<file path="config.mk">
export PLATFORM = sky130hd
export DESIGN_NAME = trajectory_checkpoint_sequencer_flat
export DESIGN_NICKNAME = d
export VERILOG_FILES = /design/src/hw/rtl/tcs_pkg.sv /design/src/hw/rtl/tcs_req_if.sv /design/src/hw/rtl/tcs_rsp_if.sv /design/src/hw/rtl/trajectory_checkpoint_sequencer.sv /design/src/hw/rtl/tcs_csr.sv /design/src/hw/rtl/tcs_point_mem.sv /design/src/flat_wrapper.sv
export SDC_FILE = /design/constraint.sdc
export NUM_CORES = 1
export LEC_CHECK = 0
export ABC_AREA = 1
export BUFFER_PORTS_ARGS = -buffer_cell sky130_fd_sc_hd__buf_2
export CELL_PAD_IN_SITES_DETAIL_PLACEMENT = 1
export CELL_PAD_IN_SITES_GLOBAL_PLACEMENT = 2
export CORE_ASPECT_RATIO = 0.6
export CORE_UTILIZATION = 44
export DETAILED_ROUTE_END_ITERATION = 10
export MAX_ROUTING_LAYER = met4
export PLACE_DENSITY_LB_ADDON = 0.1
export RECOVER_POWER = 50
export SLEW_MARGIN = 30
export SYNTH_ARGS = -nofsm -noshare
export SYNTH_HDL_FRONTEND = slang
export SYNTH_SLANG_ARGS = --single-unit
</file>
<file path="constraint.sdc">
create_clock -name clock -period 13.31 [get_ports clock]
set_input_delay 1.9965 -clock clock [delete_from_list [all_inputs] [get_ports clock]]
set_output_delay 1.9965 -clock clock [all_outputs]
set_load 0.01 [all_outputs]
</file>
<file path="src/hw/rtl/tcs_pkg.sv">
// Shared types and constants of the trajectory checkpoint sequencer.
package tcs_pkg;

   // Command codes carried in the op field of an input word.
   localparam logic [3:0] OP_TICK    = 4'd0;
   localparam logic [3:0] OP_ARM     = 4'd1;
   localparam logic [3:0] OP_START   = 4'd2;
   localparam logic [3:0] OP_PAUSE   = 4'd3;
   localparam logic [3:0] OP_RESUME  = 4'd4;
   localparam logic [3:0] OP_STOP    = 4'd5;
   localparam logic [3:0] OP_RESET   = 4'd6;
   localparam logic [3:0] OP_PASS    = 4'd7;
   localparam logic [3:0] OP_FAIL    = 4'd8;
   localparam logic [3:0] OP_APPEND  = 4'd9;

   // Playback status codes reported in run_status.
   localparam logic [2:0] ST_IDLE     = 3'd0;
   localparam logic [2:0] ST_READY    = 3'd1;
   localparam logic [2:0] ST_RUNNING  = 3'd2;
   localparam logic [2:0] ST_PAUSED   = 3'd3;
   localparam logic [2:0] ST_FINISHED = 3'd4;
   localparam logic [2:0] ST_ERROR    = 3'd5;

   // Register map: index of each register in the word address space.
   localparam int         CSR_ADDR_W         = 4;
   localparam logic [1:0] REG_TOTAL_DURATION = 2'd0;
   localparam logic [1:0] REG_VERIFY_TIMEOUT = 2'd1;
   localparam logic [1:0] REG_FAIL_LIMIT     = 2'd2;

   // Register reset values and saturation limits.
   localparam logic [31:0] TOTAL_DURATION_RST = 32'd0;
   localparam logic [31:0] VERIFY_TIMEOUT_RST = 32'd1000000;
   localparam logic [7:0]  FAIL_LIMIT_RST     = 8'd10;
   localparam logic [31:0] TIME_MAX           = 32'hFFFF_FFFF;
   localparam logic [7:0]  FAIL_MAX           = 8'hFF;

   // Configuration as seen by the sequencer.
   typedef struct packed {
      logic [31:0] total_duration;
      logic [31:0] verify_timeout;
      logic [7:0]  fail_limit;
   } cfg_type;

   // Status of the checkpoint search unit.
   typedef struct packed {
      logic done;
      logic hit;
   } srch_stat_type;

   // Command sequencer states.
   typedef enum logic [3:0] {
      F_IDLE   = 4'b0001,
      F_EXEC   = 4'b0010,
      F_SEARCH = 4'b0100,
      F_DONE   = 4'b1000
   } seq_state_type;

endpackage

</file>
<file path="src/hw/rtl/tcs_req_if.sv">
// Command channel interface: one command word per handshake.
interface tcs_req_if;
   logic        valid;
   logic        ready;
   logic [3:0]  op;
   logic [15:0] dt;
   logic [31:0] point_time;

   modport source (output valid, output op, output dt, output point_time, input ready);
   modport sink (input valid, input op, input dt, input point_time, output ready);
endinterface

</file>
<file path="src/hw/rtl/tcs_rsp_if.sv">
// Status channel interface: one status word per handshake.
interface tcs_rsp_if;
   logic        valid;
   logic        ready;
   logic [2:0]  run_status;
   logic        accepted;
   logic        waiting;
   logic [31:0] play_time;
   logic [7:0]  fail_count;

   modport source (output valid, output run_status, output accepted, output waiting,
                   output play_time, output fail_count, input ready);
   modport sink (input valid, input run_status, input accepted, input waiting,
                 input play_time, input fail_count, output ready);
endinterface

</file>
<file path="src/hw/rtl/trajectory_checkpoint_sequencer.sv">
// Top level of the trajectory checkpoint sequencer: command sequencer and ports.
//
// The req channel carries one command word (op, dt, point_time) per
// valid/ready handshake; the rsp channel returns exactly one status word
// (run_status, accepted, waiting, play_time, fail_count) for each command,
// in order. Registers total_duration, verify_timeout and fail_limit sit on
// the csr APB port at byte addresses 0, 4 and 8; the user is to have them
// written only while the block is idle, which the block does not enforce.
// A command is executed in the cycle after it is taken, and its status word
// is then loaded into the output register from the done state. A tick that
// moves the play time without finishing first searches the checkpoint table,
// one entry per cycle through a single read port and comparator.
// req ready is high only while no command is in flight, so a new command is
// taken as soon as the previous status word sits in the output register.
// If rsp stalls, that word is held and the next command waits after
// execution until the register frees up. Synchronous reset returns to idle,
// restores the register defaults and empties the checkpoint table.
module trajectory_checkpoint_sequencer #(
   parameter int MAX_POINTS = 16
) (
   input  logic                            clock,
   input  logic                            reset,
   input  logic                            csr_psel,
   input  logic                            csr_penable,
   input  logic                            csr_pwrite,
   input  logic [tcs_pkg::CSR_ADDR_W-1:0]  csr_paddr,
   input  logic [31:0]                     csr_pwdata,
   output logic [31:0]                     csr_prdata,
   output logic                            csr_pready,
   tcs_req_if.sink                         req,
   tcs_rsp_if.source                       rsp
);

   tcs_pkg::cfg_type       cfg;
   tcs_pkg::srch_stat_type srch_stat;
   tcs_pkg::seq_state_type seq_ff, seq_in;

   logic [3:0]  cmd_op_ff;
   logic [15:0] cmd_dt_ff;
   logic [31:0] cmd_pt_ff;

   logic [2:0]  run_state_ff, run_state_in;
   logic [31:0] cur_time_ff, cur_time_in;
   logic        hold_ff, hold_in;
   logic [31:0] hold_time_ff, hold_time_in;
   logic [31:0] wait_ff, wait_in;
   logic [7:0]  fail_ff, fail_in;
   logic        acc_ff, acc_in;

   logic        rsp_valid_ff, rsp_valid_in;
   logic [2:0]  rsp_status_ff;
   logic        rsp_acc_ff;
   logic        rsp_wait_ff;
   logic [31:0] rsp_time_ff;
   logic [7:0]  rsp_fail_ff;

   logic        req_take;
   logic        load_rsp;
   logic        do_clear;
   logic        append_en;
   logic        clear_en;
   logic        srch_start;
   logic        table_full;
   logic [32:0] tick_sum;
   logic [31:0] wait_sat;
   logic [7:0]  fail_inc;

   // Configuration registers.
   tcs_csr u_csr (
      .clock       (clock),
      .reset       (reset),
      .csr_psel    (csr_psel),
      .csr_penable (csr_penable),
      .csr_pwrite  (csr_pwrite),
      .csr_paddr   (csr_paddr),
      .csr_pwdata  (csr_pwdata),
      .csr_prdata  (csr_prdata),
      .csr_pready  (csr_pready),
      .cfg         (cfg)
   );

   // Checkpoint table and serial search.
   tcs_point_mem #(
      .MAX_POINTS (MAX_POINTS)
   ) u_point_mem (
      .clock        (clock),
      .reset        (reset),
      .append_en    (append_en),
      .append_data  (cmd_pt_ff),
      .clear_en     (clear_en),
      .search_start (srch_start),
      .search_key   (cur_time_ff),
      .full         (table_full),
      .stat         (srch_stat)
   );

   assign req.ready = (seq_ff == tcs_pkg::F_IDLE);
   assign req_take  = req.valid && req.ready;

   // One adder serves both the wait accumulation and the time advance.
   assign tick_sum = {1'b0, (hold_ff ? wait_ff : cur_time_ff)} + {17'd0, cmd_dt_ff};
   assign wait_sat = tick_sum[32] ? tcs_pkg::TIME_MAX : tick_sum[31:0];
   assign fail_inc = (fail_ff != tcs_pkg::FAIL_MAX) ? (fail_ff + 8'd1) : fail_ff;

   // Command sequencer and state update.
   always_comb begin
      seq_in       = seq_ff;
      run_state_in = run_state_ff;
      cur_time_in  = cur_time_ff;
      hold_in      = hold_ff;
      hold_time_in = hold_time_ff;
      wait_in      = wait_ff;
      fail_in      = fail_ff;
      acc_in       = acc_ff;
      do_clear     = 1'b0;
      append_en    = 1'b0;
      clear_en     = 1'b0;
      srch_start   = 1'b0;
      load_rsp     = 1'b0;

      case (seq_ff)
         tcs_pkg::F_IDLE: begin
            if (req.valid) begin
               seq_in = tcs_pkg::F_EXEC;
            end
         end

         tcs_pkg::F_EXEC: begin
            acc_in = 1'b0;
            seq_in = tcs_pkg::F_DONE;
            case (cmd_op_ff)
               tcs_pkg::OP_TICK: begin
                  if (run_state_ff == tcs_pkg::ST_RUNNING) begin
                     acc_in = 1'b1;
                     if (hold_ff) begin
                        wait_in = wait_sat;
                        if (wait_sat > cfg.verify_timeout) begin
                           run_state_in = tcs_pkg::ST_ERROR;
                           hold_in      = 1'b0;
                        end
                     end else if (tick_sum >= {1'b0, cfg.total_duration}) begin
                        cur_time_in  = cfg.total_duration;
                        run_state_in = tcs_pkg::ST_FINISHED;
                     end else begin
                        cur_time_in = tick_sum[31:0];
                        srch_start  = 1'b1;
                        seq_in      = tcs_pkg::F_SEARCH;
                     end
                  end
               end
               tcs_pkg::OP_ARM: begin
                  do_clear     = 1'b1;
                  run_state_in = tcs_pkg::ST_READY;
                  acc_in       = 1'b1;
               end
               tcs_pkg::OP_START: begin
                  if (run_state_ff == tcs_pkg::ST_READY) begin
                     do_clear     = 1'b1;
                     run_state_in = tcs_pkg::ST_RUNNING;
                     acc_in       = 1'b1;
                  end
               end
               tcs_pkg::OP_PAUSE: begin
                  if ((run_state_ff == tcs_pkg::ST_RUNNING) ||
                      (run_state_ff == tcs_pkg::ST_PAUSED)) begin
                     run_state_in = tcs_pkg::ST_PAUSED;
                     acc_in       = 1'b1;
                  end
               end
               tcs_pkg::OP_RESUME: begin
                  if (run_state_ff == tcs_pkg::ST_PAUSED) begin
                     run_state_in = tcs_pkg::ST_RUNNING;
                     acc_in       = 1'b1;
                  end
               end
               tcs_pkg::OP_STOP: begin
                  do_clear     = 1'b1;
                  run_state_in = tcs_pkg::ST_IDLE;
                  acc_in       = 1'b1;
               end
               tcs_pkg::OP_RESET: begin
                  do_clear     = 1'b1;
                  clear_en     = 1'b1;
                  run_state_in = tcs_pkg::ST_IDLE;
                  acc_in       = 1'b1;
               end
               tcs_pkg::OP_PASS: begin
                  if (hold_ff) begin
                     hold_in = 1'b0;
                     fail_in = 8'd0;
                     acc_in  = 1'b1;
                  end
               end
               tcs_pkg::OP_FAIL: begin
                  if (hold_ff) begin
                     cur_time_in = hold_time_ff;
                     fail_in     = fail_inc;
                     acc_in      = 1'b1;
                     if (fail_inc > cfg.fail_limit) begin
                        run_state_in = tcs_pkg::ST_ERROR;
                        hold_in      = 1'b0;
                     end
                  end
               end
               tcs_pkg::OP_APPEND: begin
                  if (!table_full) begin
                     append_en = 1'b1;
                     acc_in    = 1'b1;
                  end
               end
               default: begin
                  acc_in = 1'b0;
               end
            endcase
         end

         tcs_pkg::F_SEARCH: begin
            // Landing exactly on a checkpoint starts a hold.
            if (srch_stat.done) begin
               if (srch_stat.hit) begin
                  hold_in      = 1'b1;
                  hold_time_in = cur_time_ff;
                  wait_in      = 32'd0;
                  fail_in      = 8'd0;
               end
               seq_in = tcs_pkg::F_DONE;
            end
         end

         tcs_pkg::F_DONE: begin
            if (!rsp_valid_ff || rsp.ready) begin
               load_rsp = 1'b1;
               seq_in   = tcs_pkg::F_IDLE;
            end
         end

         default: begin
            seq_in = tcs_pkg::F_IDLE;
         end
      endcase

      // Arm, start, stop and reset all restart the run from time zero.
      if (do_clear) begin
         cur_time_in  = 32'd0;
         hold_in      = 1'b0;
         hold_time_in = 32'd0;
         wait_in      = 32'd0;
         fail_in      = 8'd0;
      end
   end

   assign rsp_valid_in = load_rsp ? 1'b1 : (rsp.ready ? 1'b0 : rsp_valid_ff);

   // Control and run state registers.
   always_ff @(posedge clock) begin
      if (reset) begin
         seq_ff       <= tcs_pkg::F_IDLE;
         run_state_ff <= tcs_pkg::ST_IDLE;
         cur_time_ff  <= 32'd0;
         hold_ff      <= 1'b0;
         hold_time_ff <= 32'd0;
         wait_ff      <= 32'd0;
         fail_ff      <= 8'd0;
         acc_ff       <= 1'b0;
         rsp_valid_ff <= 1'b0;
      end else begin
         seq_ff       <= seq_in;
         run_state_ff <= run_state_in;
         cur_time_ff  <= cur_time_in;
         hold_ff      <= hold_in;
         hold_time_ff <= hold_time_in;
         wait_ff      <= wait_in;
         fail_ff      <= fail_in;
         acc_ff       <= acc_in;
         rsp_valid_ff <= rsp_valid_in;
      end
   end

   // Command word capture.
   always_ff @(posedge clock) begin
      if (req_take) begin
         cmd_op_ff <= req.op;
         cmd_dt_ff <= req.dt;
         cmd_pt_ff <= req.point_time;
      end
   end

   // Output register for the status word.
   always_ff @(posedge clock) begin
      if (load_rsp) begin
         rsp_status_ff <= run_state_ff;
         rsp_acc_ff    <= acc_ff;
         rsp_wait_ff   <= hold_ff;
         rsp_time_ff   <= cur_time_ff;
         rsp_fail_ff   <= fail_ff;
      end
   end

   assign rsp.valid      = rsp_valid_ff;
   assign rsp.run_status = rsp_status_ff;
   assign rsp.accepted   = rsp_acc_ff;
   assign rsp.waiting    = rsp_wait_ff;
   assign rsp.play_time  = rsp_time_ff;
   assign rsp.fail_count = rsp_fail_ff;

   // A hold only exists while the run is active or paused.
   a_hold_state: assert property (@(posedge clock) disable iff (reset)
      hold_ff |-> ((run_state_ff == tcs_pkg::ST_RUNNING) ||
                   (run_state_ff == tcs_pkg::ST_PAUSED)))
      else $error("checkpoint hold outside running or paused state");

   // Failures are only counted at a hold or left behind by an error.
   a_fail_hold: assert property (@(posedge clock) disable iff (reset)
      (fail_ff != 8'd0) |-> (hold_ff || (run_state_ff == tcs_pkg::ST_ERROR)))
      else $error("failure count set without hold or error");

   // The search unit only finishes while the sequencer waits for it.
   a_search_seq: assert property (@(posedge clock) disable iff (reset)
      srch_stat.done |-> (seq_ff == tcs_pkg::F_SEARCH))
      else $error("search finished outside the search state");

   // Leaving the done state always presents a status word.
   a_rsp_load: assert property (@(posedge clock) disable iff (reset)
      ((seq_ff == tcs_pkg::F_DONE) && (!rsp_valid_ff || rsp.ready)) |=>
      (rsp_valid_ff && (seq_ff == tcs_pkg::F_IDLE)))
      else $error("status word not loaded when leaving done state");

endmodule

</file>
<file path="src/hw/rtl/tcs_csr.sv">
// APB-style configuration registers of the trajectory checkpoint sequencer.
module tcs_csr (
   input  logic                            clock,
   input  logic                            reset,
   input  logic                            csr_psel,
   input  logic                            csr_penable,
   input  logic                            csr_pwrite,
   input  logic [tcs_pkg::CSR_ADDR_W-1:0]  csr_paddr,
   input  logic [31:0]                     csr_pwdata,
   output logic [31:0]                     csr_prdata,
   output logic                            csr_pready,
   output tcs_pkg::cfg_type                cfg
);

   logic            wr_en;
   logic [1:0]      reg_idx;
   tcs_pkg::cfg_type cfg_ff, cfg_in;

   // A write completes in the access phase; the port never stalls.
   assign csr_pready = 1'b1;
   assign wr_en      = csr_psel && csr_penable && csr_pwrite;
   assign reg_idx    = csr_paddr[tcs_pkg::CSR_ADDR_W-1:2];

   // Next register values; writes beyond the map are dropped.
   always_comb begin
      cfg_in = cfg_ff;
      if (wr_en) begin
         case (reg_idx)
            tcs_pkg::REG_TOTAL_DURATION: cfg_in.total_duration = csr_pwdata;
            tcs_pkg::REG_VERIFY_TIMEOUT: cfg_in.verify_timeout = csr_pwdata;
            tcs_pkg::REG_FAIL_LIMIT:     cfg_in.fail_limit     = csr_pwdata[7:0];
            default:                     cfg_in = cfg_ff;
         endcase
      end
   end

   always_ff @(posedge clock) begin
      if (reset) begin
         cfg_ff.total_duration <= tcs_pkg::TOTAL_DURATION_RST;
         cfg_ff.verify_timeout <= tcs_pkg::VERIFY_TIMEOUT_RST;
         cfg_ff.fail_limit     <= tcs_pkg::FAIL_LIMIT_RST;
      end else begin
         cfg_ff <= cfg_in;
      end
   end

   // Read data mux.
   always_comb begin
      case (reg_idx)
         tcs_pkg::REG_TOTAL_DURATION: csr_prdata = cfg_ff.total_duration;
         tcs_pkg::REG_VERIFY_TIMEOUT: csr_prdata = cfg_ff.verify_timeout;
         tcs_pkg::REG_FAIL_LIMIT:     csr_prdata = {24'd0, cfg_ff.fail_limit};
         default:                     csr_prdata = 32'd0;
      endcase
   end

   assign cfg = cfg_ff;

endmodule

</file>
<file path="src/hw/rtl/tcs_point_mem.sv">
// Checkpoint table with a serial search unit that compares one entry a cycle.
module tcs_point_mem #(
   parameter int MAX_POINTS = 16
) (
   input  logic                   clock,
   input  logic                   reset,
   input  logic                   append_en,
   input  logic [31:0]            append_data,
   input  logic                   clear_en,
   input  logic                   search_start,
   input  logic [31:0]            search_key,
   output logic                   full,
   output tcs_pkg::srch_stat_type stat
);

   localparam int IDX_W = (MAX_POINTS > 1) ? $clog2(MAX_POINTS) : 1;
   localparam int CNT_W = $clog2(MAX_POINTS + 1);
   localparam logic [CNT_W-1:0] CNT_MAX = CNT_W'(MAX_POINTS);

   logic [31:0]      point_mem [MAX_POINTS];
   logic [31:0]      rd_data_ff;
   logic [CNT_W-1:0] count_ff, count_in;
   logic [CNT_W-1:0] idx_ff, idx_in;
   logic             active_ff, active_in;
   logic             cmp_vld_ff, cmp_vld_in;
   logic             hit_ff, hit_in;
   logic             wr_en;
   logic             issue;
   logic             finish;

   assign full   = (count_ff == CNT_MAX);
   assign wr_en  = append_en && !full;
   // A read is issued while entries below the fill count remain.
   assign issue  = active_ff && (idx_ff < count_ff);
   // The search ends once every issued read has been compared.
   assign finish = active_ff && !issue && !cmp_vld_ff;

   // Fill count and search control.
   always_comb begin
      count_in = count_ff;
      if (clear_en) begin
         count_in = '0;
      end else if (wr_en) begin
         count_in = count_ff + CNT_W'(1);
      end

      active_in  = active_ff;
      idx_in     = idx_ff;
      hit_in     = hit_ff;
      cmp_vld_in = issue;
      if (search_start) begin
         active_in = 1'b1;
         idx_in    = '0;
         hit_in    = 1'b0;
      end else begin
         if (finish) begin
            active_in = 1'b0;
         end
         if (issue) begin
            idx_in = idx_ff + CNT_W'(1);
         end
         if (cmp_vld_ff && (rd_data_ff == search_key)) begin
            hit_in = 1'b1;
         end
      end
   end

   always_ff @(posedge clock) begin
      if (reset) begin
         count_ff   <= '0;
         idx_ff     <= '0;
         active_ff  <= 1'b0;
         cmp_vld_ff <= 1'b0;
         hit_ff     <= 1'b0;
      end else begin
         count_ff   <= count_in;
         idx_ff     <= idx_in;
         active_ff  <= active_in;
         cmp_vld_ff <= cmp_vld_in;
         hit_ff     <= hit_in;
      end
   end

   // Table write port: appends go to the next free entry.
   always_ff @(posedge clock) begin
      if (wr_en) begin
         point_mem[count_ff[IDX_W-1:0]] <= append_data;
      end
   end

   // Table read port with registered data.
   always_ff @(posedge clock) begin
      if (issue) begin
         rd_data_ff <= point_mem[idx_ff[IDX_W-1:0]];
      end
   end

   assign stat.done = finish;
   assign stat.hit  = hit_ff;

endmodule

</file>
<file path="src/flat_wrapper.sv">
// flat-port wrapper written by rule: the top's interface ports become plain ports
module trajectory_checkpoint_sequencer_flat 
#(
   parameter int MAX_POINTS = 16
)
  (clock, reset, csr_psel, csr_penable, csr_pwrite, csr_paddr, csr_pwdata, csr_prdata, csr_pready, req_valid, req_op, req_dt, req_point_time, req_ready, rsp_valid, rsp_run_status, rsp_accepted, rsp_waiting, rsp_play_time, rsp_fail_count, rsp_ready);
  tcs_req_if req_i ();
  tcs_rsp_if rsp_i ();
  input  logic clock;
  input  logic reset;
  input  logic csr_psel;
  input  logic csr_penable;
  input  logic csr_pwrite;
  input  logic [tcs_pkg::CSR_ADDR_W-1:0] csr_paddr;
  input  logic [31:0] csr_pwdata;
  output logic [31:0] csr_prdata;
  output logic csr_pready;
  input wire logic [$bits(req_i.valid)-1:0] req_valid;
  input wire logic [$bits(req_i.op)-1:0] req_op;
  input wire logic [$bits(req_i.dt)-1:0] req_dt;
  input wire logic [$bits(req_i.point_time)-1:0] req_point_time;
  output wire logic [$bits(req_i.ready)-1:0] req_ready;
  output wire logic [$bits(rsp_i.valid)-1:0] rsp_valid;
  output wire logic [$bits(rsp_i.run_status)-1:0] rsp_run_status;
  output wire logic [$bits(rsp_i.accepted)-1:0] rsp_accepted;
  output wire logic [$bits(rsp_i.waiting)-1:0] rsp_waiting;
  output wire logic [$bits(rsp_i.play_time)-1:0] rsp_play_time;
  output wire logic [$bits(rsp_i.fail_count)-1:0] rsp_fail_count;
  input wire logic [$bits(rsp_i.ready)-1:0] rsp_ready;
  assign req_i.valid = req_valid;
  assign req_i.op = req_op;
  assign req_i.dt = req_dt;
  assign req_i.point_time = req_point_time;
  assign req_ready = req_i.ready;
  assign rsp_valid = rsp_i.valid;
  assign rsp_run_status = rsp_i.run_status;
  assign rsp_accepted = rsp_i.accepted;
  assign rsp_waiting = rsp_i.waiting;
  assign rsp_play_time = rsp_i.play_time;
  assign rsp_fail_count = rsp_i.fail_count;
  assign rsp_i.ready = rsp_ready;
  trajectory_checkpoint_sequencer #(.MAX_POINTS(MAX_POINTS)) u_core (.clock(clock), .reset(reset), .csr_psel(csr_psel), .csr_penable(csr_penable), .csr_pwrite(csr_pwrite), .csr_paddr(csr_paddr), .csr_pwdata(csr_pwdata), .csr_prdata(csr_prdata), .csr_pready(csr_pready), .req(req_i), .rsp(rsp_i));
endmodule
</file>
==> Word level (Yosys, flattened, before mapping) <==
Memories as Yosys holds them, arrays and structs flattened. A register that Yosys moved wholly into a read port is not among the register bits.
Index checks and enable logic that the tools add are counted.
{ "word_totals": {"ff_bits": 296, "mem_bits_rw": 512, "out_inout_bits": 80, "n_memories": 1} }
{ "memory_table": {"columns": ["memory", "depth", "width", "rd", "rd_ports_with_merged_regs", "write_ports", "line", "text"], "rows": [
  ["u_core.u_point_mem.point_mem", 16, 32, 1, 1, 1, "tcs_point_mem.sv:20", "logic [31:0] point_mem [MAX_POINTS];"]
]} }
{ "op_classes": {"addsub": 4, "order_cmp": 4, "n_mux": 74, "n_eq_ne": 42, "n_reduce_logical": 37} }
{ "op_table": {"columns": ["cell", "count"], "rows": [
  ["$mux 32", 11],
  ["$pmux 32 s2", 2],
  ["$pmux 32 s3", 1],
  ["$mux 8", 5],
  ["$add 32x16->33", 1],
  ["$ge 33x32->1", 1],
  ["$eq 32x32->1", 1],
  ["$gt 32x32->1", 1],
  ["$pmux 8 s2", 2],
  ["$mux 1", 31],
  ["$mux 4", 7],
  ["$mux 3", 9],
  ["$pmux 3 s7", 1],
  ["$eq 4x3->1 const B", 5],
  ["$ne 2x1->1 const B", 9],
  ["$pmux 4 s4", 1],
  ["$eq 4x2->1 const B", 3],
  ["$eq 4x4->1 const B", 3],
  ["$reduce_and 6->1", 2],
  ["$add 5x1->5 const B", 2],
  ["$ne 2x2->1 const B", 5],
  ["$reduce_and 10->1", 1],
  ["$reduce_and 5->1", 2],
  ["$reduce_or 2->1", 5],
  ["other kinds (27)", 50]
]} }

==> Logic depth before layout (Yosys ltp) <==
Gate-level depths: netlist (run 1).
{ "logic_depth": {"ltp_word": 9, "depth_mapped": 36, "mapped_depth_nobuf": 31} }

==> Cells and area by module <==
Synthesis (run 1) repeated with hierarchy kept, for this count alone.
{ "hier_totals": {"cells_unflattened": 3843, "hier_area_um2": 37747.5} }
{ "by_module_without_submodules": {"columns": ["mod", "seq_area_each_um2", "cells_per_inst", "instances", "area_per_inst_um2"], "rows": [
  ["tcs_point_mem", 16595.9, 1675, 1, 22032.4],
  ["trajectory_checkpoint_sequencer", 5195.0, 1676, 1, 12423.2],
  ["tcs_csr", 1441.4, 492, 1, 3291.9]
]} }

==> Worst setup path before layout (run 1) <==
Ideal clock, no wire load.
{ "synth_path": {"path_kind": "in2reg", "from": "input port rsp_ready", "to": "register u_core.rsp_acc_ff (netlist: u_core.rsp.accepted), enable pin", "cell_stages": 2, "arrival_time_ps": 6347, "path_slack_ps": 6404, "setup_time_ps": 559, "path_buffers": 0, "required_time_ps": 12751, "cell_sequence": "nor2_1 nor4_1"} }
{ "synth_between": {"elab_chain_len": 3} }
{ "synth_lines": {"columns": ["element", "line", "text"], "rows": [
  ["start: declaration", "flat_wrapper.sv:29", "input wire logic [$bits(rsp_i.ready)-1:0] rsp_ready;"],
  ["$logic_or 1x1->1", "trajectory_checkpoint_sequencer.sv:231", "if (!rsp_valid_ff || rsp.ready) begin"],
  ["$mux 1", "trajectory_checkpoint_sequencer.sv:231", null],
  ["$mux 1", "trajectory_checkpoint_sequencer.sv:121", "case (seq_ff)"],
  ["via u_core.load_rsp", "trajectory_checkpoint_sequencer.sv:58", "logic load_rsp;"],
  ["end signal: assignment", "trajectory_checkpoint_sequencer.sv:292", "rsp_acc_ff <= acc_ff;"],
  ["end: declaration", "trajectory_checkpoint_sequencer.sv:52", "logic rsp_acc_ff;"]
]} }
The timed path passes the listed nets, and every way through them passes these cells.
A chain may end at the register's enable or synchronous reset.

==> Worst setup path after layout (run 1) <==
{ "layout_path": {"from": "register u_core.hold_ff", "to": "register u_core.u_point_mem.idx_ff[4]"} }
{ "layout_between": {"elab_chain_len": 9} }
{ "layout_lines": {"columns": ["element", "line", "text"], "rows": [
  ["start: declaration", "trajectory_checkpoint_sequencer.sv:44", "logic hold_ff, hold_in;"],
  ["start signal: assignment", "trajectory_checkpoint_sequencer.sv:270", "hold_ff <= hold_in;"],
  ["$mux 32", "trajectory_checkpoint_sequencer.sv:101", "assign tick_sum = {1'b0, (hold_ff ? wait_ff : cur_time_ff)} + {17'd0, cmd_dt_ff};"],
  ["$add 32x16->33", "trajectory_checkpoint_sequencer.sv:101", null],
  ["$ge 33x32->1", "trajectory_checkpoint_sequencer.sv:141", "end else if (tick_sum >= {1'b0, cfg.total_duration}) begin"],
  ["$mux 1", "trajectory_checkpoint_sequencer.sv:141", null],
  ["$mux 1 (*)", "trajectory_checkpoint_sequencer.sv:135", "if (hold_ff) begin"],
  ["$mux 1 (*)", "trajectory_checkpoint_sequencer.sv:133", "if (run_state_ff == tcs_pkg::ST_RUNNING) begin"],
  ["$mux 1 (*)", "trajectory_checkpoint_sequencer.sv:131", "case (cmd_op_ff)"],
  ["$mux 1 (*)", "trajectory_checkpoint_sequencer.sv:121", null],
  ["$reduce_or 2->1 (no line) (*)", null, null],
  ["end signal: assignment", "tcs_point_mem.sv:77", "idx_ff <= idx_in;"],
  ["end: declaration", "tcs_point_mem.sv:23", "logic [CNT_W-1:0] idx_ff, idx_in;"]
]} }
Mark *: on every way between the ends. The rest lies on a longest branch, timed or not.

==> metrics.yaml, run 1 <==
logic_synthesis:
  ys_seq_area_share_pct: 62.93
  ys_seq_elements: 840
  synth_area_um2: 36920
  synth-warning-count: 0
  synth_cell_types: 52
  avgSynthCellArea_um2: 10.58
  syn_nets: 3682
  syn_inst: 3488
run_status:
  run_status: "complete, but fails checks"
  violations: "max-capacitance violations, max-slew violations"
placement:
  placed_cells: 4641
  globalplace.congestion: 0.8861
  hpwl_um: 75040
  port_buffers: 171
sta:
  setup_viol: 0
  grt_setup_unrepaired: "false"
  slew_violations: 466
  fin_worst_skew_ns: 0.02611
  layout_min_cycle_time_ns: 7.601
  worst_pin_slew_ns: 4.489
  hold_viol_final: 0
  slew_headroom_pct: -199.3
  fin_tns_setup_ns: 0
  min_period_over_period_pct: 57.11
  fmax_ghz: 0.1316
clocking:
  cts_root_buf: "clkbuf_16"
  numClockSinks: 840
  cts_resized: 0
  clkTransAtPathRegs_ns: 0.06
  clk_latency_ns: 0.68
  clockBufferDepth: 3
  cts_buffers: 82
  cts_tree: "done"
  post_cts_buffers: 0
  ctsHoldBuffers: 0
  cts_max_level: 3
detailed_routing:
  wl_met2_um: 49260
  first_pass_iters: 5
  routedWlPerCell_um: 24.06
  ant_nets: 0
  wl_met1_um: 57250
  drt-initial-drc-count: 2369
  vias: 27180
  top_layer: "met4"
  routed_via_density: 5.665
  drc: 0
  wirelength_um: 115400
  wl_met3_um: 6768
global_route:
  grt_pass1_vias: 27760
  gr-total-overflow: 0
  grt_max_degree: 107
  grt_pass1_wl_um: 171500
  grt_antenna_before_repair: 8
  track_usage_pct: 27.99
critical_path:
  crit_required_ns: 13.85
  r2r_slack_ns: 5.71
  cp.arrival_ns: 8.14
  end_kind: "flop"
  regToRegStartpoint: "u_core.hold_ff"
  r2r.worst_path.cells: 27
  crit_type: "reg -> reg"
  startpoint_type: "flop"
  r2r_end: "u_core.u_point_mem.idx_ff[4]"
  critical_path.max_fanout: 41
job:
  drv_cap: 10
pwr:
  p_sw_share_pct: 26.07
  power.leakage_nw: 14.85
  ir_worst_vdd_mv: 0.2053
  pwr-share-comb_pct: 9.1
  p_int_mw: 4.437
  power.switching_mw: 1.565
  seqPwrFrac_pct: 52.2
  pwr-share-clk_pct: 38.8
  powerDensity_nw_per_um2: 144.5
min_path:
  hold_depth: 2
  hold_path.startpoint: "u_core.hold_time_ff[26]"
  hold_path_end: "u_core.hold_time_ff[26]"
  hp-class: "reg -> reg"
floorplanning:
  dieArea_um2: 85100
  initial_utilization_pct: 44.86
  pin_count: 175
  die_h_um: 226.4
  coreArea_um2: 82290
  std_cell_rows: 81
  dieWidth_um: 375.9
final_layout:
  nets: 3801
  area_growth_syn_to_layout_pct: 12.50
  stdcell_count: 4797
  drive_gt1_share_pct: 11.18
  most-common-layout-cells: "edfxtp_1, nand2_1, nor2_1, o21ai_0, inv_1"
  final_common_cell: "edfxtp_1"
==> layer usage <==
metal	global-route usage (%)	up-vias
li1	-	12530
met1	41.76	13790
met2	39.84	713
met3	4.589	147
met4	6.149	0
met5	-	-
==> kinds of logic after synthesis <==
| family | Yosys count | share of synthesized area [%] |
|---|---|---|
| DFF | 840 | 62.93 |
| and+or+nand+nor | 1286 | 14.55 |
| buffers and inverters | 437 | 4.653 |
| AOI/OAI and AO/OA | 715 | 11.68 |
| adders and majority gates | 99 | 3.376 |
| xor gates and xnor gates | 55 | 1.305 |
| muxes | 55 | 1.495 |
| other | 1 | 0.01016 |
==> cells in the mapped netlist (all sizes together) <==
| cell type | count | area share (%) |
|---|---|---|
| o41ai | 1 | 0.024 |
| o221ai | 62 | 1.5 |
| o21ai | 265 | 3.6 |
| nand3b | 4 | 0.081 |
| fa | 1 | 0.054 |
| a22o | 1 | 0.024 |
| o32ai | 74 | 1.8 |
| o2111ai | 2 | 0.047 |
| inv | 250 | 2.5 |
| conb | 1 | 0.010 |
| or2 | 22 | 0.37 |
| edfxtp | 641 | 52 |
| mux2i | 54 | 1.5 |
| nor3 | 16 | 0.22 |
| ha | 98 | 3.3 |
| mux2 | 1 | 0.031 |
| nor2 | 409 | 4.3 |
| nor4 | 9 | 0.15 |
| and2 | 2 | 0.034 |
| a211oi | 1 | 0.020 |
| buf | 42 | 0.63 |
| o211ai | 21 | 0.43 |
| xnor2 | 8 | 0.19 |
| a21oi | 260 | 3.8 |
| nand2 | 609 | 6.3 |
| a31oi | 3 | 0.051 |
| o22ai | 24 | 0.41 |
| and3 | 2 | 0.034 |
| clkbuf | 140 | 1.4 |
| nand3 | 193 | 2.6 |
| xor2 | 47 | 1.1 |
| nor3b | 1 | 0.034 |
| dfxtp | 199 | 11 |
| nand4 | 19 | 0.32 |
| clkinv | 5 | 0.051 |
| o21bai | 1 | 0.020 |
==> flip-flops by register name (all words and copies together) (netlist names), 8 cells and up <==
signal and count:
u_core.cmd_dt_ff 16, u_core.cmd_pt_ff 32, u_core.cur_time_ff 32, u_core.fail_ff 8
u_core.hold_time_ff 32, u_core.rsp.fail_count 8, u_core.rsp.play_time 32, u_core.u_csr.cfg 72
u_core.u_point_mem.point_mem 512, u_core.u_point_mem.rd_data_ff 32, u_core.wait_ff 32
==> worst max path at each step <==
stage | depth (start not counted) | startpoint | end | slack [ns]
floorplan | 2 | rsp_ready | u_core.rsp.accepted | 6.40
global placement | 5 | csr_paddr[3] | csr_prdata[31] | 7.43
detailed placement | 26 | u_core.hold_ff | u_core.run_state_ff[0] | 7.26
CTS | 26 | u_core.hold_ff | u_core.run_state_ff[0] | 7.21
global route | 27 | u_core.hold_ff | u_core.u_point_mem.idx_ff[0] | 5.08
finish | 27 | u_core.hold_ff | u_core.u_point_mem.idx_ff[4] | 5.71
==> metrics by stage <==
| stage | utilization (%) | instance area (µm²) | power [mW] | worst slack, ns | hold WS (ns) |
|---|---|---|---|---|---|
| floorplan | - | 36920 | 3.478 | 6.404 | 0.4086 |
| global placement | 47.29 | 38920 | 3.687 | 7.433 | 0.4310 |
| detailed placement | 47.35 | 38970 | 3.723 | 7.258 | 0.4345 |
| CTS | 50.55 | 41600 | 6.041 | 7.208 | 0.4567 |
| global route | 50.46 | 41530 | 6.211 | 5.084 | 0.4660 |
| finish | 50.47 | 41530 | 6.002 | 5.709 | 0.4535 |
==> cell type report <==
cell class / count / area [µm²]
Multi-Input combinational cell: 2211 / 12110
Clock buffer: 104 / 2217
Fill cell: 8924 / 40760
Clock inverter: 48 / 414.1
Inverter: 255 / 965.9
Sequential cell: 840 / 23240
Antenna cell: 2 / 5.005
Timing Repair Buffer: 217 / 1181
Tap cell: 1120 / 1401
==> critical path: stages, from the launching register on <==
cell      delay [ns]
dfxtp_1         0.96
clkbuf_1        1.55
o21ai_0         0.32
ha_1            0.45
nand2_1         0.13
nor2_1          0.42
nand4_1         0.19
nand3b_1        0.33
nand2_1         0.23
nand2_1         0.10
nand2_1         0.05
nand2_1         0.11
inv_1           0.07
ha_1            0.28
nand2_1         0.06
inv_1           0.05
nand2_1         0.18
nor2_1          0.08
nand3_1         0.15
nand3_1         0.09
nand2_1         0.06
nand2_1         0.11
nor2_8          0.49
nand2_8         0.25
nor2_1          0.23
nand3_2         0.18
nand2_2         0.20
nor2_1          0.09
==> power by group through the flow <==
stage	Clock (mW)	Combinational [mW]	Sequential (mW)
2_1_floorplan	0	0.349	3.13
5_1_grt	2.46	0.605	3.15
6_report	2.33	0.544	3.13
4_1_cts	2.37	0.551	3.12
3_3_place_gp	0	0.529	3.16
3_5_place_dp	0	0.548	3.17
Note: power is estimated with default switching activity, not from simulation.
==> inputs of run 2 (changes only) <==
--- a/config.mk
+++ b/config.mk
@@ -10,7 +10,7 @@
 export CELL_PAD_IN_SITES_DETAIL_PLACEMENT = 1
 export CELL_PAD_IN_SITES_GLOBAL_PLACEMENT = 2
 export CORE_ASPECT_RATIO = 0.6
-export CORE_UTILIZATION = 44
+export CORE_UTILIZATION = 41
 export DETAILED_ROUTE_END_ITERATION = 10
 export MAX_ROUTING_LAYER = met4
 export PLACE_DENSITY_LB_ADDON = 0.1
==> constraint.sdc (replaced) <==
create_clock -name clock -period 7.6 [get_ports clock]
set_input_delay 1.14 -clock clock [delete_from_list [all_inputs] [get_ports clock]]
set_output_delay 1.14 -clock clock [all_outputs]
set_load 0.01 [all_outputs]
==> run 2 against run 1 <==
  * The flow still finishes with violations (max-capacitance violations, max-slew violations)
  * Global-route usage is 2.1 points lower
  * Final area is 0.34% higher
  * Combinational power is 77% higher
  * Total power is 76% higher
  * Routed wire length is 0.41% lower
  * Maximum frequency is 24% higher
==> metrics.yaml, run 2 (same netlist as run 1, synthesis figures left out) <==
clocking:
  clk_latency_ns: 0.69  # about the same
  clockBufferDepth: 3  # unchanged
  cts_tree: "done"
  cts_root_buf: "clkbuf_16"
  numClockSinks: 840  # unchanged
  clkTransAtPathRegs_ns: 0.07  # about the same
  cts_max_level: 3  # unchanged
  cts_resized: 0  # unchanged
  post_cts_buffers: 0  # unchanged
  cts_buffers: 83  # +1.2%
  ctsHoldBuffers: 0  # unchanged
critical_path:
  r2r.worst_path.cells: 25  # -7.4%
  startpoint_type: "flop"
  crit_type: "reg -> reg"
  cp_num_buf_inv: 3  # unchanged
  critical_path.max_fanout: 30  # -27%
  cp.arrival_ns: 6.61  # -1.53 ns
  crit_slowest_cell: "dfxtp_2"
  cp.depth: 25  # -7.4%
  cp_common_cell: "nand2_1"
  cpPeakStageDelay_ns: 0.60  # -0.95 ns
  crit_required_ns: 8.10  # -5.75 ns
  r2r_slack_ns: 1.49  # -4.22 ns
  path_delay_family: "simple AND/OR/NAND/NOR gates"
  end_kind: "flop"
sta:
  setup_viol: 0  # unchanged
  worst_pin_slew_ns: 2.630  # -1.859 ns
  min_period_over_period_pct: 80.37  # +23 points
  hold_ws_ns: 0.4564  # +0.002895 ns
  hold_viol_final: 0  # unchanged
  slew_violations: 221  # -53%
  fin_worst_skew_ns: 0.02388  # -0.002229 ns
  slew_headroom_pct: -75.34  # +120 points
  grt_setup_unrepaired: "false"
  fmax_ghz: 0.1637  # +24%
  fin_tns_setup_ns: 0  # unchanged
  layout_min_cycle_time_ns: 6.108  # -1.493 ns
final_layout:
  nets: 3807  # +0.16%
  final_common_cell: "edfxtp_1"
  largest_reg_flops: 512  # unchanged
  drive_gt1_share_pct: 10.00  # -1.2 points
  stdcell_count: 4885  # +1.8%
  fin_util_pct: 47.15  # -3.3 points
  area_growth_syn_to_layout_pct: 12.88
  final_cell_area_um2: 41670  # +0.34%
  most-common-layout-cells: "edfxtp_1, nand2_1, nor2_1, o21ai_0, inv_1"
floorplanning:
  dieWidth_um: 389.4  # +3.6%
  coreArea_um2: 88390  # +7.4%
  std_cell_rows: 84  # +3.7%
  dieArea_um2: 91280  # +7.3%
  die_h_um: 234.4  # +3.6%
  initial_utilization_pct: 41.77  # -3.1 points
  pin_count: 175  # unchanged
detailed_routing:
  routed_via_density: 5.506  # -2.8%
  first_pass_iters: 5  # unchanged
  vias: 26900  # -1.0%
  routedWlPerCell_um: 23.53  # -2.2%
  wirelength_um: 114900  # -0.41%
  ant_nets: 0  # unchanged
  drc: 0  # unchanged
  drt-initial-drc-count: 2095  # -12%
global_route:
  grt_pass1_wl_um: 171400  # about the same
  grt_pass1_vias: 27440  # -1.1%
  track_usage_pct: 25.86  # -2.1 points
  grt_antenna_before_repair: 4  # -4
  gr-total-overflow: 0  # unchanged
  grt_max_degree: 122  # +14%
pwr:
  seqPwrFrac_pct: 51.9  # -0.3 points
  ir_worst_vdd_mv: 0.1711  # -17%
  p_sw_share_pct: 26.07  # about the same
  powerDensity_nw_per_um2: 252.8  # +75%
  pwr-share-clk_pct: 39.0  # +0.2 points
  power.leakage_nw: 14.79  # -0.39%
  p_int_mw: 7.788  # +76%
  power.switching_mw: 2.746  # +76%
  pwr-share-comb_pct: 9.1  # about the same
placement:
  placed_cells: 4730  # +1.9%
  globalplace.congestion: 0.8728  # -1.5%
  dpl_cell_area_um2: 39090  # +0.32%
  port_buffers: 171  # unchanged
  hpwl_um: 76010  # +1.3%
min_path:
  hp-class: "reg -> reg"
  hold_depth: 2  # unchanged
job:
  drv_cap: 5  # -5
run_status:
  violations: "max-capacitance violations, max-slew violations"
  run_status: "complete, but fails checks"
## run 2: cell types whose count changed in the layout (fill, tap and decap cells not counted), moves of 3 or more
cell	before	now
clkinv_8	3	0
buf_2	149	102
buf_4	35	39
clkbuf_1	45	94
clkinvlp_4	7	2
## run 2: power by group through the flow
stage | Clock (mW) | Sequential, mW | Combinational (mW)
final | 4.11 | 5.47 | 0.961
after global routing | 4.36 | 5.49 | 1.07
after CTS | 4.21 | 5.46 | 0.975
after detailed placement | 0 | 5.56 | 0.970
after global placement | 0 | 5.53 | 0.942
after floorplan | 0 | 5.48 | 0.610
## run 2: worst min-delay path, stage by stage, from the launching register on
cell and delay, ns:
dfxtp_1 0.30, inv_1 0.06, a21oi_1 0.06
## run 2: path summary, 6_finish.rpt
| check | from | to |
|---|---|---|
| worst min-delay path | u_core.hold_time_ff[22] | u_core.hold_time_ff[22] |
| worst min register to register | u_core.hold_time_ff[22] | u_core.hold_time_ff[22] |
| worst max register to register | u_core.hold_ff | u_core.hold_ff |
| worst max-delay path | u_core.hold_ff | u_core.hold_ff |
## run 2: layout make-up
cell class,count,area [µm²]
Tap cell,1204,1506
Inverter,255,969.7
Timing Repair Buffer,222,1170
Antenna cell,2,5.005
Clock buffer,107,2250
Multi-Input combinational cell,2211,12120
Fill cell,9612,46720
Clock inverter,44,414.1
Sequential cell,840,23240
## run 2: routing by layer
metal  vias to the layer above  global-route usage [%]  part of all wire [%]
met1                     13610                   38.81                    51
met2                       619                   37.46                    43
met5                         -                       -                     0
li1                      12530                       -                     -
met3                       135                   3.210                   4.7
met4                         0                   5.253                   1.7
## run 2: through the flow
| step | setup slack (ns) | total power, mW |
|---|---|---|
| after floorplan | 1.550 | 6.090 |
| after global placement | 1.574 | 6.471 |
| after detailed placement | 1.506 | 6.526 |
| after CTS | 1.415 | 10.64 |
| after global routing | 0.8862 | 10.92 |
| final | 1.492 | 10.53 |
==> inputs of run 3 (changes only) <==
--- a/config.mk
+++ b/config.mk
@@ -10,7 +10,7 @@
 export CELL_PAD_IN_SITES_DETAIL_PLACEMENT = 1
 export CELL_PAD_IN_SITES_GLOBAL_PLACEMENT = 2
 export CORE_ASPECT_RATIO = 0.6
-export CORE_UTILIZATION = 41
+export CORE_UTILIZATION = 37
 export DETAILED_ROUTE_END_ITERATION = 10
 export MAX_ROUTING_LAYER = met4
 export PLACE_DENSITY_LB_ADDON = 0.1
==> constraint.sdc (replaced) <==
create_clock -name clock -period 5.05 [get_ports clock]
set_input_delay 0.7575 -clock clock [delete_from_list [all_inputs] [get_ports clock]]
set_output_delay 0.7575 -clock clock [all_outputs]
set_load 0.01 [all_outputs]
==> run 3 against run 2 <==
  * The run ends with design-rule violations, max-capacitance violations, max-slew violations left
  * Sequential cell count did not move
  * Highest routed layer unchanged
  * Critical path depth rose by 3
  * Maximum frequency rose by 27%
  * First-iteration DRC count fell by 9.7%
  * Setup slack got worse by 1.2 ns
  * Global-route usage fell by 2.0 points
  * Non-clock buffer count rose by 58
  * Clock skew fell by 0.0065 ns
  * Die area rose by 11%
==> metrics.yaml, run 3 (same netlist as run 1, synthesis figures left out) <==
clocking:
  cts_tree: "done"
  post_cts_buffers: 0  # unchanged
  cts_root_buf: "clkbuf_16"
  clockBufferDepth: 3  # unchanged
  clkTransAtPathRegs_ns: 0.06  # about the same
  clk_latency_ns: 0.69  # about the same
  cts_buffers: 84  # +1.2%
  cts_max_level: 3  # unchanged
  numClockSinks: 840  # unchanged
detailed_routing:
  first_pass_iters: 8  # +3
  drt-initial-drc-count: 1892  # -9.7%
  vias: 27140  # +0.91%
  routed_via_density: 5.365  # -2.6%
  ant_nets: 0  # unchanged
  wirelength_um: 118600  # +3.2%
  drc: 28  # +28
  routedWlPerCell_um: 23.44  # -0.37%
pwr:
  ir_worst_vdd_mv: 0.3889  # +130%
  power.leakage_nw: 15.17  # +2.6%
  powerDensity_nw_per_um2: 383.6  # +52%
min_path:
  hp-class: "in -> reg"
  hold_depth: 1  # -1
critical_path:
  cp.arrival_ns: 5.42  # -1.19 ns
  cp_common_cell: "nand2_1"
  end_kind: "flop"
  cpPeakStageDelay_ns: 0.44  # -0.16 ns
  crit_slowest_cell: "xor2_1"
  critical_path.max_fanout: 24  # -20%
  r2r.worst_path.cells: 28  # +12%
  startpoint_type: "flop"
  crit_type: "reg -> reg"
  crit_required_ns: 5.67  # -2.43 ns
global_route:
  grt_pass1_vias: 27720  # +1.0%
  grt_antenna_before_repair: 3  # -1
  gr-total-overflow: 0  # unchanged
  grt_pass1_wl_um: 174700  # +2.0%
  track_usage_pct: 23.88  # -2.0 points
  grt_max_degree: 219  # +80%
floorplanning:
  initial_utilization_pct: 37.46  # -4.3 points
  std_cell_rows: 89  # +6.0%
  die_h_um: 246.7  # +5.2%
  pin_count: 175  # unchanged
  dieArea_um2: 101100  # +11%
  dieWidth_um: 409.8  # +5.2%
  coreArea_um2: 98550  # +11%
sta:
  slew_violations: 158  # -29%
  slew_headroom_pct: -135.3  # -60 points
  layout_min_cycle_time_ns: 4.794  # -1.314 ns
  hold_ws_ns: 0.2376  # -0.2188 ns
  hold_viol_final: 0  # unchanged
  min_period_over_period_pct: 94.93  # +15 points
  fin_worst_skew_ns: 0.01739  # -0.006486 ns
  grt_setup_unrepaired: "true"
  worst_slack_ns: 0.2558  # -1.236 ns
  worst_pin_slew_ns: 3.529  # +0.8993 ns
  setup_viol: 0  # unchanged
  fmax_ghz: 0.2086  # +27%
final_layout:
  drive_gt1_share_pct: 11.79  # +1.8 points
  most-common-layout-cells: "edfxtp_1, nand2_1, nor2_1, o21ai_0, inv_1"
  nets: 3866  # +1.5%
  stdcell_count: 5059  # +3.6%
  final_common_cell: "edfxtp_1"
  area_growth_syn_to_layout_pct: 15.28
  largest_reg_flops: 512  # unchanged
placement:
  hpwl_um: 80260  # +5.6%
  globalplace.congestion: 0.8990  # +3.0%
  dpl_worst_slack_ns: 0.1835  # -1.323 ns
  placed_cells: 4904  # +3.7%
  port_buffers: 171  # unchanged
run_status:
  run_status: "complete, but fails checks"
  violations: "design-rule violations, max-capacitance violations, max-slew violations"
job:
  drv_cap: 3  # -2
[run 3: cell count changes in the layout (fill, tap and decap cells not counted), sizes merged]
| cell | previous run | this run |
|---|---|---|
| buf | 146 | 193 |
| bufinv | 5 | 12 |
| inv | 254 | 258 |
| clkinv | 38 | 36 |
| diode | 2 | 1 |
| clkinvlp | 2 | 5 |
| clkbuf | 183 | 184 |
[run 3: worst max-delay path: cells and delay by family (launching register included)]
kind	cells	cell delay, ns
flops	1	0.43
fa+ha+maj	2	0.61
buf+inv	7	0.92
xor+xnor	1	0.44
compound gates	2	0.34
simple gates	16	1.93
[run 3: power breakdown]
part,switching [mW],internal (mW)
logic,1.07,0.444
registers,0.322,7.91
clock network,2.85,3.73
total,4.24,12.1
[run 3: cell type report]
| cell class | count | area (µm²) |
|---|---|---|
| fillers | 10750 | 56000 |
| clock buffers | 97 | 2171 |
| clock inverters | 56 | 659.4 |
| repair buffers | 280 | 1679 |
| inverters | 255 | 969.7 |
| well taps | 1319 | 1650 |
| multi-input cells | 2211 | 12180 |
| diodes | 1 | 2.502 |
| flip-flops and latches | 840 | 23240 |
[run 3: through the flow]
stage / total power, mW / instance area (µm²) / setup TNS, ns / util, %
4_1_cts: 16.50 / 42650 / 0 / 43.28
6_report: 16.33 / 42560 / 0 / 43.18
2_1_floorplan: 9.165 / 36920 / 0 / -
3_5_place_dp: 9.905 / 39820 / 0 / 40.41
3_3_place_gp: 9.823 / 39750 / 0 / 40.34
5_1_grt: 16.92 / 42550 / -0.003015 / 43.18
[run 3: final timing paths]
path | slack (ns) | to | from
worst max-delay path | 0.26 | u_core.cur_time_ff[5] | u_core.hold_ff
worst min-delay path | 0.24 | u_core.cmd_pt_ff[19] | req_point_time[19]
worst max register to register | 0.26 | u_core.cur_time_ff[5] | u_core.hold_ff
worst min register to register | 0.45 | u_core.rsp.accepted | u_core.acc_ff
[run 3: per-layer routing]
layer  part of all wire, %  vias up  GRT usage, %  wire length [µm]
li1                      -    12670             -                 -
met1                    52    13730         36.07             61280
met2                    42      600         33.42             49340
met3                   4.6      146         3.467              5405
met4                   2.2        0         5.641              2577
met5                     0        -             -                 0
[run 3: what timing repair did]
action / in CTS / in global routing
hold buffers: 0 / 0
resized for setup: 0 / 10
setup endpoints to repair: 0 / 43
endpoints found under the hold margin: 0 / 0
